$ cat config.mk
export PLATFORM = sky130hd
export DESIGN_NAME = pgc_cfg
export DESIGN_NICKNAME = d
export VERILOG_FILES = /design/src/rtl/core/pgc_pkg.sv /design/src/rtl/core/pgc_cfg.sv
export SDC_FILE = /design/constraint.sdc
export NUM_CORES = 1
export LEC_CHECK = 0
export ABC_AREA = 1
export BUFFER_PORTS_ARGS = -buffer_cell sky130_fd_sc_hd__buf_4
export CAP_MARGIN = 20
export CORE_MARGIN = 2
export CORE_UTILIZATION = 30
export DETAILED_ROUTE_END_ITERATION = 10
export GPL_TIMING_DRIVEN = 0
export PLACE_DENSITY = 0.52
export SLEW_MARGIN = 20
export SYNTH_ARGS = -nofsm -noshare
export SYNTH_HDL_FRONTEND = slang
export SYNTH_SLANG_ARGS = --single-unit
$ cat constraint.sdc
create_clock -name clk_i -period 1.17 [get_ports clk_i]
set_input_delay 0.1755 -clock clk_i [delete_from_list [all_inputs] [get_ports clk_i]]
set_output_delay 0.1755 -clock clk_i [all_outputs]
set_load 0.03 [all_outputs]
$ cat src/rtl/core/pgc_pkg.sv
// Shared types, constants and arithmetic step functions of the particle-gamma cosine block.
// No dependencies; every other file of the block refers to this package by scoped names.
package pgc_pkg;

  typedef enum logic [1:0] {
    MODE_COMPUTE     = 2'd0,
    MODE_LOAD_RING   = 2'd1,
    MODE_LOAD_SECTOR = 2'd2,
    MODE_LOAD_GAMMA  = 2'd3
  } mode_e;

  typedef enum logic [1:0] {
    REG_BEAM_X      = 2'd0,
    REG_BEAM_Y      = 2'd1,
    REG_BEAM_Z      = 2'd2,
    REG_TARGET_DIST = 2'd3
  } reg_e;

  localparam int unsigned GIDX_W     = 8;
  localparam int unsigned QDEPTH     = 4;
  localparam int unsigned QPTR_W     = 2;
  localparam int unsigned QCNT_W     = 3;
  localparam int unsigned DELTA_W    = 26;
  localparam int unsigned SQ_W       = 49;
  localparam int unsigned SUM_W      = 50;
  localparam int unsigned PROD_W     = 42;
  localparam int unsigned DOT_W      = 44;
  localparam int unsigned MAG_W      = 43;
  localparam int unsigned RAD_W      = 64;
  localparam int unsigned ROOT_W     = 32;
  localparam int unsigned SREM_W     = 35;
  localparam int unsigned SQ_STAGES  = 16;
  localparam int unsigned NUM_W      = 49;
  localparam int unsigned QUO_W      = 16;
  localparam int unsigned DREM_W     = 33;
  localparam int unsigned DIV_STAGES = 8;
  localparam logic [22:0] TD_RESET   = 23'd2202;

  typedef struct packed {
    mode_e              mode;
    logic               ring_ok;
    logic               sec_ok;
    logic               gam_ok;
    logic [4:0]         ring;
    logic [4:0]         sector;
    logic [GIDX_W-1:0]  gidx;
    logic signed [23:0] tx;
    logic signed [15:0] ty;
    logic signed [15:0] tz;
  } item_t;

  typedef struct packed {
    logic signed [23:0] beam_x;
    logic signed [23:0] beam_y;
    logic signed [23:0] beam_z;
    logic [22:0]        target_dist;
  } cfg_t;

  typedef struct packed {
    logic             zero;
    logic             neg;
    logic [MAG_W-1:0] mag;
  } side_t;

  typedef struct packed {
    logic [SREM_W-1:0] rem;
    logic [ROOT_W-1:0] root;
  } sqrt_acc_t;

  typedef struct packed {
    logic [DREM_W-1:0] rem;
    logic [QUO_W-1:0]  quo;
  } div_acc_t;

  // One digit of the bit-pair square root recurrence.
  function automatic sqrt_acc_t sqrt_step(sqrt_acc_t a, logic [1:0] pair);
    logic [SREM_W-1:0] r;
    logic [SREM_W-1:0] t;
    sqrt_acc_t         o;
    r = {a.rem[SREM_W-3:0], pair};
    t = {1'b0, a.root, 2'b01};
    if (r >= t) begin
      o.rem  = r - t;
      o.root = {a.root[ROOT_W-2:0], 1'b1};
    end else begin
      o.rem  = r;
      o.root = {a.root[ROOT_W-2:0], 1'b0};
    end
    return o;
  endfunction

  // One bit of restoring division.
  function automatic div_acc_t div_step(div_acc_t a, logic nb, logic [ROOT_W-1:0] d);
    logic [DREM_W-1:0] r;
    div_acc_t          o;
    r = {a.rem[DREM_W-2:0], nb};
    if (r >= {1'b0, d}) begin
      o.rem = r - {1'b0, d};
      o.quo = {a.quo[QUO_W-2:0], 1'b1};
    end else begin
      o.rem = r;
      o.quo = {a.quo[QUO_W-2:0], 1'b0};
    end
    return o;
  endfunction

endpackage

$ cat src/rtl/core/pgc_cfg.sv
// Configuration register bank behind the APB-style port: beam spot and target distance.
// Depends on pgc_pkg for the register codes and the configuration struct.
module pgc_cfg (
  input  logic                clk_i,
  input  logic                rst_ni,
  input  logic                psel,
  input  logic                penable,
  input  logic                pwrite,
  input  logic [3:0]          paddr,
  input  logic [31:0]         pwdata,
  output logic [31:0]         prdata,
  output logic                pready,
  output pgc_pkg::cfg_t       cfg_o
);

  pgc_pkg::cfg_t cfg_q, cfg_d;
  pgc_pkg::reg_e sel;
  logic          wr_en;

  assign sel    = pgc_pkg::reg_e'(paddr[3:2]);
  assign wr_en  = psel && penable && pwrite;
  assign pready = 1'b1;
  assign cfg_o  = cfg_q;

  always_comb begin
    cfg_d = cfg_q;
    if (wr_en) begin
      unique case (sel)
        pgc_pkg::REG_BEAM_X:      cfg_d.beam_x      = pwdata[23:0];
        pgc_pkg::REG_BEAM_Y:      cfg_d.beam_y      = pwdata[23:0];
        pgc_pkg::REG_BEAM_Z:      cfg_d.beam_z      = pwdata[23:0];
        pgc_pkg::REG_TARGET_DIST: cfg_d.target_dist = pwdata[22:0];
        default:                  cfg_d = cfg_q;
      endcase
    end
  end

  always_comb begin
    unique case (sel)
      pgc_pkg::REG_BEAM_X:      prdata = 32'(cfg_q.beam_x);
      pgc_pkg::REG_BEAM_Y:      prdata = 32'(cfg_q.beam_y);
      pgc_pkg::REG_BEAM_Z:      prdata = 32'(cfg_q.beam_z);
      pgc_pkg::REG_TARGET_DIST: prdata = {9'd0, cfg_q.target_dist};
      default:                  prdata = 32'd0;
    endcase
  end

  always_ff @(posedge clk_i or negedge rst_ni) begin
    if (!rst_ni) begin
      cfg_q.beam_x      <= '0;
      cfg_q.beam_y      <= '0;
      cfg_q.beam_z      <= '0;
      cfg_q.target_dist <= pgc_pkg::TD_RESET;
    end else begin
      cfg_q <= cfg_d;
    end
  end

endmodule

Yosys cells after proc, flatten, opt, wreduce, memory -nomap -nowiden
Cells that the tools add are included.
W data, S select, Z words.
{"block": "op_classes", "addsub": 0, "n_mul": 0, "n_div": 0, "order_cmp": 0, "n_eq_ne": 3, "n_shift": 0, "muxes": 1, "bitwise": 0, "n_reduce_logical": 7}
{"op": "$pmux W32 S4", "n": 1}
{"op": "$reduce_and A2 Y1", "n": 4}
{"op": "$eq A2 B2 Y1 const B", "n": 2}
{"op": "$eq A2 B1 Y1 const B", "n": 1}
{"op": "$logic_and A1 B1 Y1", "n": 2}
{"op": "$logic_not A2 Y1", "n": 1}
{"block": "totals", "ff_bits": 95, "latch_bits": 0, "mem_bits_rw": 0, "rom_bits": 0, "in_bits": 41, "out_inout_bits": 128, "word_cells": 15, "memories": 0}

Depth between registers and ports, before layout
Gate-level depths: netlist of run 1.
{"block": "logic_depth", "ltp_word": 3, "ltp_mapped": 7, "ltp_nobuf": 6}

Worst setup path after synthesis of run 1
OpenSTA, ideal clock, no wires.
{"block": "synth_path", "path_kind": "reg-to-output", "start": "register cfg_q, in the netlist cfg_o[94]", "end": "output prdata[24]", "arrival_ns": 1.310, "required_time_ns": 0.995, "slack_ns": -0.316, "path_stages_with_launch": 4, "cell_sequence": "dfrtp_1 nand2_1 nand3_1 buf_4"}
{"block": "synth_via", "elab_chain_len": 1}
{"element": "start, declared", "line": "pgc_cfg.sv:16", "rtl": "pgc_pkg::cfg_t cfg_q, cfg_d;"}
{"element": "start signal, assigned", "line": "pgc_cfg.sv:55", "rtl": "cfg_q <= cfg_d;"}
{"element": "$pmux W32 S4", "line": "pgc_cfg.sv:39", "rtl": "unique case (sel)"}
{"element": "end, declared", "line": "pgc_cfg.sv:11", "rtl": "output logic [31:0] prdata,"}
Every way passes these cells.

Final worst setup path of run 1
{"block": "layout_path", "start": "register cfg_q, in the netlist cfg_o[1]", "end": "output prdata[1]"}
Same word-level chain as after synthesis.

==> impl_results.md, run 1 <==
- Final Wtd Congestion: 0.795
- Via Count: 4,929
- Hold crit path type: input port to async pin
- I/O Pins: 169
- Max-Slew Margin vs Limit: 0.383
- Clock skew: 0 ps
- Final Hold Vio Count: 88
- Die Span Y: 125 µm
- Flops & latches, synth: 95
- Largest net degree at the start of global routing: 96
- Worst hold slack: -117 ps
- Internal power: 8.93 mW
- Critical Path Max Stage Delay: 550 ps
- Die Width: 125 µm
- Combinational share of power: 0.479
- Most common cell after layout, fill and taps aside: nand2_1
- Failing checks: hold timing, setup timing
- R2r setup slk: 190 ps
- CTS root buffer: clkbuf_16
- Initial Utilization: 0.304
- Syn nets: 604
- Antenna viol nets, final: 0
- Mean Syn Cell Area: 7.77 µm²
- First-pass GRT wire length: 27,700 µm
- Final wirelength: 18,100 µm
- Core Rows: 44
- RSZ-0062 raised after global routing: yes
- Proportion of layout cells with a drive suffix above 1: 0.410
- Worst setup margin: -236 ps
- Final min period: 1410 ps
- Crit end category: primary output
- Fin nets: 870
- Slowest cell on the critical path: dfstp_2
- Routed length per placed instance: 17.8 µm
- Grt ovf: 0
- Post-DP HPWL: 11,400 µm
- TritonCTS clock tree: done
- Yosys cell types: 13
- GRT Overall Usage: 0.231
- Finish-stage setup viols: 68
- Clock transition at path regs: 70 ps
- YS warnings: 0
- CTS H-tree lvls: 3
- Mapped Area: 4370 µm²
- Peak supply drop: 703 µV
- Clock share of power: 0.205
- DRC Markers: 0
- Detailed Route Iter0 Violations: 366
- Leak: 4.10 nW
- CTS buffer count: 9
- Critical setup path kind: register to primary output
- N_diodes: 0
- Critical path cell sequence: nand3_2 > nand4_1 > buf_6
- Status: complete, but fails checks
- Core area: 14,400 µm²
- Number of global-route vias before repair: 4,838
- Achievable Freq: 711 MHz
- Most frequent cells in the layout: nand2_1, buf_6, dfrtp_1, buf_4, nand3_1
- Maximum root-to-sink buffer count: 2
- Seq/Total Area, Yosys: 0.545
- Die area: 15,600 µm²
- CP arrival: 1230 ps
- P_sw: 5.40 mW
- Worst-margin pin slew: 926 ps
- Startpoint types: register
- Clock Latency Late Sink: 350 ps
- Gate Count Post-Synth: 563
- Area growth, synth to finish: 76.0%
- DR vias/cell: 4.84
- Total iterations of the first detailed-routing run: 6
- CTS Sinks: 95
- Max reg flops: 95
- Seq pwr share: 0.316
- Critical Path Fanout Max: 2
- Critical Path RT: 990 ps
- Port-buffer cells: 157
- Max_cap viols: 0
- Slew Limit Fails: 0
- Initial antenna violation count: 0
- Switching fraction of total power: 0.377
- Design Power: 14.3 mW
- Pwr dens: 1860 nW/µm²
- Final Cycle Share: 1.20
## worst paths after layout
kind                           start         to  depth (start not counted)
setup / recovery            cfg_o[1]  prdata[1]                          3
min in group clk_i         pwdata[1]   cfg_o[1]                          3
max in group asynchronous     rst_ni  cfg_o[94]                          1
hold / removal                rst_ni  cfg_o[76]                          1
hold reg to reg            cfg_o[62]  cfg_o[62]                          2
setup reg to reg            cfg_o[1]   cfg_o[1]                          5
## critical path: cells and delay by family, from the launching register on
family | cells | cell delay [ps]
flip-flops | 1 | 550
AND/OR/NAND/NOR | 2 | 180
buffers and inverters | 1 | 150
## area by class of cell
cell class	count	area, µm²
plain buffers	41	312
clock buffers	12	236
clock inverters	4	47.5
fillers	1362	6670
inverters	6	22.5
multi-input cells	422	1860
flip-flops and latches	95	2390
well taps	184	230
repair buffers	254	2610
## cell families (layout without fill, tap and decap cells)
family / Yosys count / count (layout) / synth area share
other: 1 / 1 / 0.000858
DFF: 95 / 95 / 0.545
buffers and inverters: 47 / 317 / 0.0549
and+or+nand+nor: 420 / 421 / 0.399
## power by group through the flow
stage / logic [mW] / registers, mW / clock network [mW]
floorplan: 1.36 / 5.87 / 0
global route: 7.25 / 4.59 / 3.11
global placement: 4.58 / 4.65 / 0
detailed placement: 4.63 / 4.66 / 0
CTS: 6.48 / 4.47 / 2.98
finish: 6.86 / 4.52 / 2.94
## what timing repair did
item / in CTS / in global routing
setup endpoints to repair: 37 / 130
gates cloned: 1 / 0
buffers inserted: 76 / 35
hold endpoints to repair: 90 / 0
pin swaps: 28 / 18
gates resized for setup: 193 / 63
## per-stage QoR
step | std cells | utilization | setup slack (ps) | TNS, ps | instance area, µm²
floorplan | 563 | - | 13.8 | 0 | 4390
global placement | 904 | 0.404 | -637 | -43450 | 5800
detailed placement | 904 | 0.404 | -601 | -33750 | 5800
CTS | 997 | 0.513 | -248 | -6620 | 7370
global route | 1018 | 0.536 | -281 | -10310 | 7700
finish | 1018 | 0.536 | -236 | -6270 | 7700
## layer usage
layer	wire [µm]	GRT usage	vias up
met5	0	0	-
met4	352	0.0714	0
met3	1140	0.0447	24
met2	8950	0.378	192
met1	7680	0.310	2405
li1	-	-	2308
## cell usage after synthesis (all sizes together)
library cell | n | area share
conb | 1 | 0.00086
nand4 | 23 | 0.033
buf | 33 | 0.043
nor2 | 6 | 0.0086
nand3 | 71 | 0.081
nand2 | 320 | 0.28
dfrtp | 90 | 0.52
inv | 6 | 0.0051
dfstp | 5 | 0.030
clkbuf | 8 | 0.0069
(Power assumes the default switching activity.)
==> run 2, diff against run 1 <==
Settings changed: CTS_BUF_LIST from default to sky130_fd_sc_hd__clkbuf_8.
==> run 2 against run 1 <==
The flow finishes with violations (setup timing). Clock skew unchanged. Largest power group unchanged. Critical path depth increased by 1. Final cell count increased by 0.79%. Worst hold slack improved by 140 ps.
==> impl_results.md, run 2 (synthesis results as in run 1) <==
- Failing checks: setup timing
- R2r setup slk: 130 ps
- Maximum root-to-sink buffer count: 2
- Port-buffer cells: 157
- Antenna viol nets, final: 0
- Worst-margin pin slew: 766 ps
- I/O Pins: 169
- Design Power: 13.7 mW
- Fill count: 1,367
- Status: complete, but fails checks
- Final wirelength: 18,200 µm
- Hold Path Sink: cfg_o[53]
- Reg2reg start: cfg_o[3]
- Core Rows: 44
- Peak supply drop: 698 µV
- CTS buffer count: 9
- CP arrival: 1290 ps
- Achievable Freq: 685 MHz
- Max_cap viols: 0
- Worst Reg-to-Reg Cells: 5
- Reg-to-reg endpoint: cfg_o[3]
- Worst setup startpoint: cfg_o[94]
- Initial Utilization: 0.304
- Clock skew: 0 ps
- Grt ovf: 0
- Max reg flops: 95
- Die Width: 125 µm
- First-pass GRT wire length: 27,900 µm
- CTS root buffer: clkbuf_8
- Leak: 4.10 nW
- Final Util: 0.535
- GRT Overall Usage: 0.233
- Most frequent cells in the layout: nand2_1, buf_6, dfrtp_1, buf_4, nand3_1
- Finish-stage setup viols: 111
- Hold crit path type: input port to register
- DRC Markers: 0
- Final min period: 1460 ps
- Most common cell after layout, fill and taps aside: nand2_1
- Via Count: 4,930
- Die Span Y: 125 µm
- Die area: 15,600 µm²
- Max-Slew Margin vs Limit: 0.489
- Final Wtd Congestion: 0.795
- Routed length per placed instance: 17.7 µm
- Final Hold Vio Count: 0
- Initial antenna violation count: 0
- Hold path startpoint: pwdata[6]
- Number of global-route vias before repair: 4,931
- Clock Latency Late Sink: 390 ps
- RSZ-0062 raised after global routing: yes
- TritonCTS clock tree: done
- Critical Path RT: 990 ps
- Critical Path Fanout Max: 4
- Worst hold slack: 18.1 ps
- Setup TNS Final: -10,880 ps
- Worst setup margin: -291 ps
- N_diodes: 0
- DR vias/cell: 4.81
- Detailed Route Iter0 Violations: 286
- Slew Limit Fails: 0
- Largest net degree at the start of global routing: 96
- Post-DP HPWL: 11,400 µm
- Final Cycle Share: 1.25
- Critical setup path kind: register to primary output
- Pwr dens: 1780 nW/µm²
- WHS Path Cells: 3
- CTS H-tree lvls: 3
- Startpoint types: register
- Total iterations of the first detailed-routing run: 7
- Fin nets: 878
- Area growth, synth to finish: 75.7%
- Crit end category: primary output
- Core area: 14,400 µm²
- Proportion of layout cells with a drive suffix above 1: 0.407
- CTS Sinks: 95
- Clock transition at path regs: 90 ps
[run 2: how the worst max path moves through the flow]
stage	end	slack [ps]	cells after the start
3_3_place_gp	prdata[3]	-640	6
6_report	prdata[25]	-290	4
3_5_place_dp	prdata[15]	-600	6
2_1_floorplan	prdata[24]	10	3
4_1_cts	prdata[24]	-300	4
5_1_grt	prdata[25]	-330	4
[run 2: worst max-delay path, stage by stage, from the launching register on]
cell and delay (ps):
dfrtp_2 440, nand2_4 100, nand3_4 100, buf_4 150
buf_6 130
[run 2: power by group]
part	internal (mW)	total (mW)	switching [mW]
combinational	3.37	6.97	3.59
sequential	3.98	4.54	0.553
clock	0.960	2.17	1.21
total	8.32	13.7	5.36
[run 2: per-layer routing]
metal	wire length, µm	track usage
met5	0	0
met3	1180	0.0361
met4	501	0.0958
met1	7530	0.306
met2	8960	0.384
[run 2: what timing repair did]
| action | 4_1_cts | 5_1_grt |
|---|---|---|
| setup buffers | 83 | 38 |
| pin swaps | 28 | 13 |
| gates cloned | 1 | 0 |
| hold endpoints to repair | 93 | 0 |
| endpoints found under the setup margin | 75 | 182 |
| hold buffers | 4 | 0 |
| resized for setup | 221 | 43 |
[run 2: cell type report]
cell class,instances,area [µm²],share of cell area
buffer,41,283,0.0368
clock buffer,9,124,0.0161
clock inverter,7,58.8,0.00765
inverter,6,22.5,0.00293
multi-input combinational,422,1840,0.240
sequential,95,2390,0.311
tap,184,230,0.0300
timing repair buffer,262,2740,0.356
[run 2: stage by stage]
step / cell area (µm²) / std cells / setup WS [ps]
after floorplan: 4390 / 563 / 13.8
after global placement: 5800 / 904 / -637
after detailed placement: 5800 / 904 / -601
after CTS: 7470 / 1008 / -302
after global routing: 7680 / 1026 / -335
final: 7680 / 1026 / -291
==> run 3, diff against run 2 <==
Settings changed: BUFFER_PORTS_ARGS -buffer_cell sky130_fd_sc_hd__buf_4 to default, DONT_BUFFER_PORTS from default to 1, PLACE_DENSITY 0.52 to 0.42.
==> run 3 against run 2 <==
The flow finishes with violations (hold timing, setup timing). Global-route usage down 1.2 points. Sequential power up 38%. Critical path depth is 2 lower. Combinational power down 73%. Largest cell class is now sequential cells.
==> impl_results.md, run 3 (synthesis results as in run 1) <==
- Proportion of layout cells with a drive suffix above 1: 0.354
- Fin nets: 643
- Pwr dens: 1910 nW/µm²
- Core Rows: 44
- Via Count: 3,974
- Met3 Wirelength: 1380 µm
- Startpoint types: register
- Initial antenna violation count: 0
- Status: complete, but fails checks
- Clock Latency Late Sink: 380 ps
- Area after DPL: 4620 µm²
- Grt ovf: 0
- Crit end category: primary output
- DRC Markers: 0
- Core area: 14,400 µm²
- Initial Utilization: 0.304
- Met2 wire length: 7840 µm
- Finish-stage setup viols: 37
- Crit path max-delay family: flip-flops
- CTS buffer count: 9
- DR vias/cell: 5.02
- Critical path cell sequence: nand3_2 > nand4_1
- Largest net degree at the start of global routing: 96
- Clock skew: 0 ps
- Area growth, synth to finish: 27.2%
- CTS H-tree lvls: 3
- Hold crit path type: input port to async pin
- Post-DP HPWL: 11,200 µm
- CTS Hold Bufs: 24
- Critical Path RT: 990 ps
- CTS root buffer: clkbuf_8
- Total iterations of the first detailed-routing run: 5
- Slew Limit Fails: 0
- Worst hold slack: -519 ps
- Achievable Freq: 622 MHz
- Final Cycle Share: 1.37
- RSZ-0062 raised after global routing: yes
- Critical Path Fanout Max: 3
- GRT Overall Usage: 0.221
- Max-Slew Margin vs Limit: 0.512
- CTS Sinks: 95
- First-pass GRT wire length: 25,900 µm
- Die area: 15,600 µm²
- Failing checks: hold timing, setup timing
- Clock transition at path regs: 100 ps
- I/O Pins: 169
- Antenna viol nets, final: 0
- Most common cell after layout, fill and taps aside: nand2_1
- Final Hold Vio Count: 95
- TritonCTS clock tree: done
- Worst-margin pin slew: 732 ps
- Routed length per placed instance: 21.4 µm
- Max_cap viols: 0
- Most frequent cells in the layout: nand2_1, dfrtp_2, nand3_2, buf_2, dlygate4sd3_1
- Fin cells: 791
- N_diodes: 0
- Port-buffer cells: 0
- Peak supply drop: 603 µV
- Die Span Y: 125 µm
- Final wirelength: 16,900 µm
- Die Width: 125 µm
- Max reg flops: 95
- Fin area: 5560 µm²
- Post-Route M1 WL: 7400 µm
- Number of global-route vias before repair: 3,964
- Final Wtd Congestion: 0.795
- Buffers & Inverters on Critical Path: 0
- Leak: 2.63 nW
- Final min period: 1610 ps
- Detailed Route Iter0 Violations: 343
- Slowest cell on the critical path: dfstp_2
- Maximum root-to-sink buffer count: 2
- Top Layer Used: met4
- CP arrival: 1430 ps
- Cells after DPL: 747
- Critical setup path kind: register to primary output
- Critical Path Max Stage Delay: 670 ps
- Worst setup margin: -437 ps
## run 3: cell count changes in the layout (fill, tap and decap cells not counted), moves of 3 or more
cell           previous run  this run
buf_6                   202        11
buf_2                    15        24
clkbuf_2                  0         4
nand2_2                   3         6
dfrtp_2                   3        78
nand2_1                 314       311
nand3_2                   7        53
dfrtp_1                  87        12
dlygate4sd3_1             4        24
buf_4                    74         1
inv_1                     5         2
nand3_1                  63        17
## run 3: power breakdown
part | leakage [nW] | internal (mW) | total, mW | switching [mW]
Combinational | 1.42 | 0.603 | 1.85 | 1.25
Sequential | 1.10 | 4.08 | 6.28 | 2.20
Clock | 0.116 | 1.26 | 2.50 | 1.24
## run 3: stage by stage
step | total power, mW | setup TNS (ps) | worst slack (ps) | hold slack [ps] | utilization
6_report | 10.6 | -11860 | -437 | -519 | 0.387
5_1_grt | 11.2 | -13680 | -502 | -558 | 0.387
4_1_cts | 10.7 | -12860 | -456 | -551 | 0.380
3_5_place_dp | 7.77 | -22820 | -570 | -117 | 0.321
3_3_place_gp | 7.73 | -22130 | -565 | -117 | 0.321
2_1_floorplan | 7.23 | 0 | 13.8 | -120 | -
## run 3: final cells by class
class	count	area [µm²]
Tap cell	184	230
Inverter	6	22.5
Clock buffer	10	138
Multi-Input combinational cell	422	2070
Timing Repair Buffer	27	274
Fill cell	1516	8800
Sequential cell	95	2480
Buffer	41	260
Clock inverter	6	83.8
## run 3: repair_timing
action / 4_1_cts / 5_1_grt
buffers inserted: 3 / 0
pin swaps: 42 / 22
gates resized for setup: 134 / 23
gates cloned: 1 / 0
hold endpoints to repair: 190 / 95
endpoints found under the setup margin: 43 / 38
## run 3: path summary, 6_finish.rpt
check                      startpoint   endpoint  slack, ps  cells after the start
max                          cfg_o[1]  prdata[1]       -440                      2
min                            rst_ni  cfg_o[14]       -520                      0
max reg2reg                 cfg_o[11]  cfg_o[11]        290                      2
min reg2reg                  cfg_o[3]   cfg_o[3]        570                      2
max in group asynchronous      rst_ni   cfg_o[7]       1470                      0
min in group clk_i           paddr[3]   cfg_o[1]         50                      4
## run 3: layer usage
layer	vias to the layer above	global-route usage
li1	1857	-
met1	1939	0.299
met2	161	0.341
met3	17	0.0606
met4	0	0.0800
met5	-	0
